**src/design/uvs_pkg.sv**
```systemverilog
// ----------------------------------------------------------------------------
// UV sphere point generator package
// Shared widths, fixed-point constants, register codes and payload types.
// ----------------------------------------------------------------------------
package uvs_pkg;

	// Grid limits and field widths.
	localparam int MAX_GRID  = 1024;
	localparam int CNT_W     = 11;
	localparam int IDX_W     = 10;
	localparam int DEN_W     = 10;
	localparam int TRI_W     = 20;
	localparam int POS_W     = 16;
	localparam int FRAC_BITS = 14;

	// Angles are 32-bit phases, one full turn is 2^32.
	localparam int PHASE_W = 32;
	localparam logic [PHASE_W-1:0] QUARTER_TURN = 32'h4000_0000;

	// The phase divider works on a 42-bit dividend, six quotient bits per stage.
	localparam int DVD_W      = 42;
	localparam int DIV_STEPS  = 6;
	localparam int DIV_STAGES = DVD_W / DIV_STEPS;

	// Q30 magnitudes and the odd Taylor coefficients of sin(pi/2*t).
	localparam int MAG_W = 31;
	localparam int POLY_W = 32;
	localparam logic [MAG_W-1:0] Q30_ONE = 31'h4000_0000;
	localparam logic [POLY_W-1:0] C1 = 32'd1686629713;
	localparam logic [POLY_W-1:0] C3 = 32'd693598668;
	localparam logic [POLY_W-1:0] C5 = 32'd85569306;
	localparam logic [POLY_W-1:0] C7 = 32'd5026995;
	localparam logic [POLY_W-1:0] C9 = 32'd172272;

	// Configuration register codes.
	localparam int CFG_IDX_W = 2;
	localparam logic [CFG_IDX_W-1:0] REG_RING_COUNT   = 2'd0;
	localparam logic [CFG_IDX_W-1:0] REG_SECTOR_COUNT = 2'd1;

	typedef struct packed {
		logic [IDX_W-1:0] ring_index;
		logic [IDX_W-1:0] sector_index;
	} point_t;

	typedef struct packed {
		logic signed [POS_W-1:0] pos_x;
		logic signed [POS_W-1:0] pos_y;
		logic signed [POS_W-1:0] pos_z;
		logic [TRI_W-1:0] tri_a0;
		logic [TRI_W-1:0] tri_a1;
		logic [TRI_W-1:0] tri_a2;
		logic [TRI_W-1:0] tri_b0;
		logic [TRI_W-1:0] tri_b1;
		logic [TRI_W-1:0] tri_b2;
		logic quad_valid;
		logic point_in_range;
	} result_t;

	// What the phase divider hands on to the rest of the pipeline.
	typedef struct packed {
		logic valid;
		point_t pt;
		logic [PHASE_W-1:0] pol_phase;
		logic [PHASE_W-1:0] az_phase;
	} div_res_t;

endpackage

```
**src/design/uvs_phase_div.sv**
```systemverilog
// ----------------------------------------------------------------------------
// UV sphere phase divider
// Pipelined restoring division that turns ring and sector indices into
// rounded polar and azimuth phases.
// ----------------------------------------------------------------------------
module uvs_phase_div import uvs_pkg::*; (
	input  logic             clk,
	input  logic             arst_n,
	input  logic             adv,
	input  logic             in_valid,
	input  point_t           pt,
	input  logic [DEN_W-1:0] ring_den,
	input  logic [DEN_W-1:0] sector_den,
	output div_res_t         res
);

	typedef struct packed {
		logic [DEN_W-1:0]   rem;
		logic [DVD_W-1:0]   dvd;
		logic [PHASE_W-1:0] q;
	} div_st_t;

	// Six restoring steps; the quotient keeps only its low 32 bits.
	function automatic div_st_t div_steps(div_st_t st, logic [DEN_W-1:0] den);
		div_st_t x;
		logic [DEN_W:0] cur;
		x = st;
		for (int i = 0; i < DIV_STEPS; i++) begin
			cur = {x.rem, x.dvd[DVD_W-1]};
			x.dvd = {x.dvd[DVD_W-2:0], 1'b0};
			if (cur >= {1'b0, den}) begin
				x.rem = DEN_W'(cur - {1'b0, den});
				x.q = {x.q[PHASE_W-2:0], 1'b1};
			end else begin
				x.rem = cur[DEN_W-1:0];
				x.q = {x.q[PHASE_W-2:0], 1'b0};
			end
		end
		return x;
	endfunction

	logic    vld_s [0:DIV_STAGES];
	point_t  pt_s  [0:DIV_STAGES];
	div_st_t pol_s [0:DIV_STAGES];
	div_st_t az_s  [0:DIV_STAGES];

	// Entry stage: dividend is index scaled to a half or full turn, plus half
	// the divisor so that the truncating divide rounds half up.
	always_ff @(posedge clk or negedge arst_n) begin
		if (!arst_n) begin
			vld_s[0] <= 1'b0;
		end else if (adv) begin
			vld_s[0] <= in_valid;
		end
	end

	always_ff @(posedge clk) begin
		if (adv) begin
			pt_s[0] <= pt;
			pol_s[0].rem <= '0;
			pol_s[0].q <= '0;
			pol_s[0].dvd <= DVD_W'({pt.ring_index, 31'b0}) + DVD_W'(ring_den >> 1);
			az_s[0].rem <= '0;
			az_s[0].q <= '0;
			az_s[0].dvd <= {pt.sector_index, 32'b0} + DVD_W'(sector_den >> 1);
		end
	end

	for (genvar k = 0; k < DIV_STAGES; k++) begin : g_stage
		always_ff @(posedge clk or negedge arst_n) begin
			if (!arst_n) begin
				vld_s[k+1] <= 1'b0;
			end else if (adv) begin
				vld_s[k+1] <= vld_s[k];
			end
		end

		always_ff @(posedge clk) begin
			if (adv) begin
				pt_s[k+1] <= pt_s[k];
				pol_s[k+1] <= div_steps(pol_s[k], ring_den);
				az_s[k+1] <= div_steps(az_s[k], sector_den);
			end
		end
	end

	assign res.valid = vld_s[DIV_STAGES];
	assign res.pt = pt_s[DIV_STAGES];
	assign res.pol_phase = pol_s[DIV_STAGES].q;
	assign res.az_phase = az_s[DIV_STAGES].q;

endmodule

```
**config.mk**
```make
export PLATFORM = sky130hd
export DESIGN_NAME = uvs_phase_div
export DESIGN_NICKNAME = d
export VERILOG_FILES = /design/src/design/uvs_pkg.sv /design/src/design/uvs_phase_div.sv
export SDC_FILE = /design/constraint.sdc
export NUM_CORES = 2
export LEC_CHECK = 0
export BUFFER_PORTS_ARGS = -buffer_cell sky130_fd_sc_hd__buf_4
export CAP_MARGIN = 0
export CORE_ASPECT_RATIO = 0.75
export CORE_UTILIZATION = 50
export CTS_CLUSTER_DIAMETER = 50
export DETAILED_ROUTE_END_ITERATION = 16
export GPL_TIMING_DRIVEN = 0
export PLACE_DENSITY = 0.68
export SYNTH_ARGS = -nofsm -noshare
export SYNTH_HDL_FRONTEND = slang
export SYNTH_SLANG_ARGS = --single-unit
```
**constraint.sdc**
```tcl
create_clock -name clk -period 19.4 [get_ports clk]
set_clock_uncertainty 0.05 [all_clocks]
set_input_delay 1.94 -clock clk [delete_from_list [all_inputs] [get_ports clk]]
set_output_delay 1.94 -clock clk [all_outputs]
set_load 0.01 [all_outputs]
```
==> results.yml <==
status:
  status: "complete, but fails checks"
  violations: "design-rule violations"
final_layout:
  layout.cells.non_filler: 8598
  stdcell_area_um2: 68750
  finalNetCount: 7776
  area_growth_pct: 10.37
  n_antenna_cell: 0
  drive_gt1_share_pct: 12.77
detailed_routing:
  drc: 9
  drt_iter0_markers: 4940
  dr.pass1.iters: 14
  via_per_inst: 6.077
  vias: 52250
  wire_per_inst_um: 19.03
  wirelength_mm: 163.7
  drtAntennaViolNets: 0
floorplanning:
  die_h_um: 307.7
  die-area_um2: 126000
  io_pins: 129
  rows: 111
  start_util_pct: 50.68
  coreArea_um2: 122900
  die_w_um: 409.6
global_route:
  grt_pass1_vias: 48300
  overflow: 0
  grt_pass1_wl_mm: 258.9
  antenna_found_initial: 5
  grt_max_degree: 124
  grtUsageTotal_pct: 25.23
place:
  place_area_um2: 65800
  hpwl_mm: 121.3
  place_inst: 8447
  gp_congestion: 0.9301
  io_buffers: 128
yosys:
  synth-seq-cells: 612
  syn_inst: 6659
  syn_avg_cell_area_um2: 9.354
  yosys.cell_types.count: 127
  syn-cell-area_um2: 62290
  yosys_warnings: 0
  synthArstFlopShare_pct: 1.307
  ys.flop_type: "edfxtp_1"
  synth_edf_count: 604
  yosysSeqAreaShare_pct: 29.44
  syn_nets: 7537
worst_setup_path:
  crit_path_start_kind: "primary input"
  reg2reg_from: "pol_s[0][166]"
  arrival_ns: 18.98
  rr_worst_depth: 67
  r2r_slack_ns: 3.03
  max_stage_delay_ns: 0.48
  cp_slowest_cell: "nor3_1"
  required_ns: 19.77
  rr_endpoint: "pol_s[0][250]"
  crit_type: "in -> reg"
  worst_setup_path_end_kind: "flip-flop"
  crit_path_max_fanout: 32
sta:
  setup_viol: 0
  tightestPinTransition_ns: 1.031
  setup_tns_ns: 0
  max_clock_freq_mhz: 53.73
  finalMaxSlewViolations: 0
  rsz0062_at_grt: "no"
  slew_headroom_pct: 31.25
  whs_ns: 0.3442
  post-route-period-util_pct: 95.94
  final-hold-violation-count: 0
  fin_crit_ns: 18.61
cts:
  h-tree-depth: 3
  cts_tree: "built"
  clk_latency_ns: 0.69
  clk_path_buf_depth: 3
  cts_sinks: 612
  path_clk_slew_ns: 0.06
  cts_made_buffers: 85
  cts-root-buf: "clkbuf_16"
run:
  cap_violations: 0
worst_hold_path:
  min_path_cells: 0
  hp-start: "az_s[0][33]"
  hold_path_class: "reg -> reg"
  min_to: "az_s[0][123]"
-- synthesized netlist by cell type, drive strengths merged, types with 43 or more instances --
master	count	area share, %
o21a	157	1.9
o21bai	43	0.52
a21oi	504	4.1
buf	133	1.4
a21boi	62	0.75
fa	45	1.4
nand3	78	0.63
ha	789	16
clkbuf	60	0.36
a21o	211	2.5
nand4	130	1.3
nand2	374	2.3
inv	392	2.4
o21ai	470	3.8
edfxtp	604	29
and2	50	0.51
nor2b	150	1.5
xnor2	301	4.2
nor2	532	3.2
nand2b	121	1.2
nor3	135	1.1
a211oi	87	1.1
o31ai	61	0.80
mux2	310	5.7
mux2i	92	1.6
xor2	167	2.3
-- cell type report --
class	instances	area (um^2)
clock buffer	96	2253
tap	1638	2049
sequential	612	18340
multi-input combinational	5458	41420
clock inverter	53	545.5
buffer	190	1132
inverter	396	1505
fill	10910	54160
timing repair buffer	155	1499
-- cell families after synthesis --
kind of cell,Yosys count,share of synthesized area (%)
mux,402,7.245
fa+ha+maj,834,17.30
compound gates,1991,21.18
flops,612,29.44
buf+inv,589,4.192
xor+xnor,468,6.581
simple gates,1763,14.07
-- stage by stage --
step	setup slack, ns	util (%)
after floorplan	2.566	-
after global placement	-1.802	53.13
after detailed placement	-1.870	53.53
after CTS	0.1349	55.82
after global routing	0.003229	55.93
final	0.7870	55.93
-- layout by cell type (no fill, tap or decap), drive strengths merged, types with 24 or more instances in the layout --
cell / count
a211o: 24
a211oi: 87
a21boi: 62
a21o: 211
a21oi: 504
a31oi: 42
and2: 50
and3: 40
buf: 289
clkbuf: 152
clkinv: 28
edfxtp: 604
fa: 45
ha: 789
inv: 410
mux2: 310
mux2i: 92
nand2: 374
nand2b: 121
nand3: 78
nand4: 130
nor2: 532
nor2b: 150
nor3: 135
o211ai: 40
o21a: 157
o21ai: 470
o21bai: 43
o221ai: 32
o22a: 25
o31a: 36
o31ai: 61
or3: 35
xnor2: 301
xor2: 167
-- registers in the layout, indices dropped and copies added, names as in the netlist --
name / cells
az_s: 222
vld_s: 7
res: 1
pol_s: 222
pt_s: 160
-- repair_timing --
| action | 4_1_cts | 5_1_grt |
|---|---|---|
| resized for setup | 7 | 51 |
| endpoints found under the setup margin | 43 | 98 |
| setup buffers | 0 | 5 |
| hold buffers | 0 | 0 |
| pin swaps | 0 | 1 |
-- per-layer routing --
layer  track usage, %  up-vias  routed length (um)
li1                 -    25480                   -
met1            38.77    24760               81270
met2            36.58     1763               66760
met3            3.893      240               12150
met4            5.935        8                3432
met5                0        -                  40
-- worst max-delay path, delay by kind of cell --
kind | cells | cell delay [ns]
fa+ha+maj | 6 | 2.03
buf+inv | 14 | 3.88
simple gates | 14 | 2.90
mux | 5 | 1.80
compound gates | 28 | 6.30
-- how the worst max path moves through the flow --
stage | startpoint | to | slack, ns | cells after the start
floorplan | ring_den[1] | pol_s[0][249] | 2.57 | 69
CTS | sector_den[0] | az_s[1][160] | 0.13 | 68
global placement | ring_den[0] | pol_s[1][161] | -1.80 | 66
detailed placement | ring_den[0] | pol_s[1][159] | -1.87 | 69
finish | sector_den[0] | az_s[1][160] | 0.79 | 67
global route | ring_den[0] | pol_s[1][243] | 0.003 | 68
Power is not shown: default switching activity piles up to over one toggle a cycle in this logic, so the estimate is an artifact.
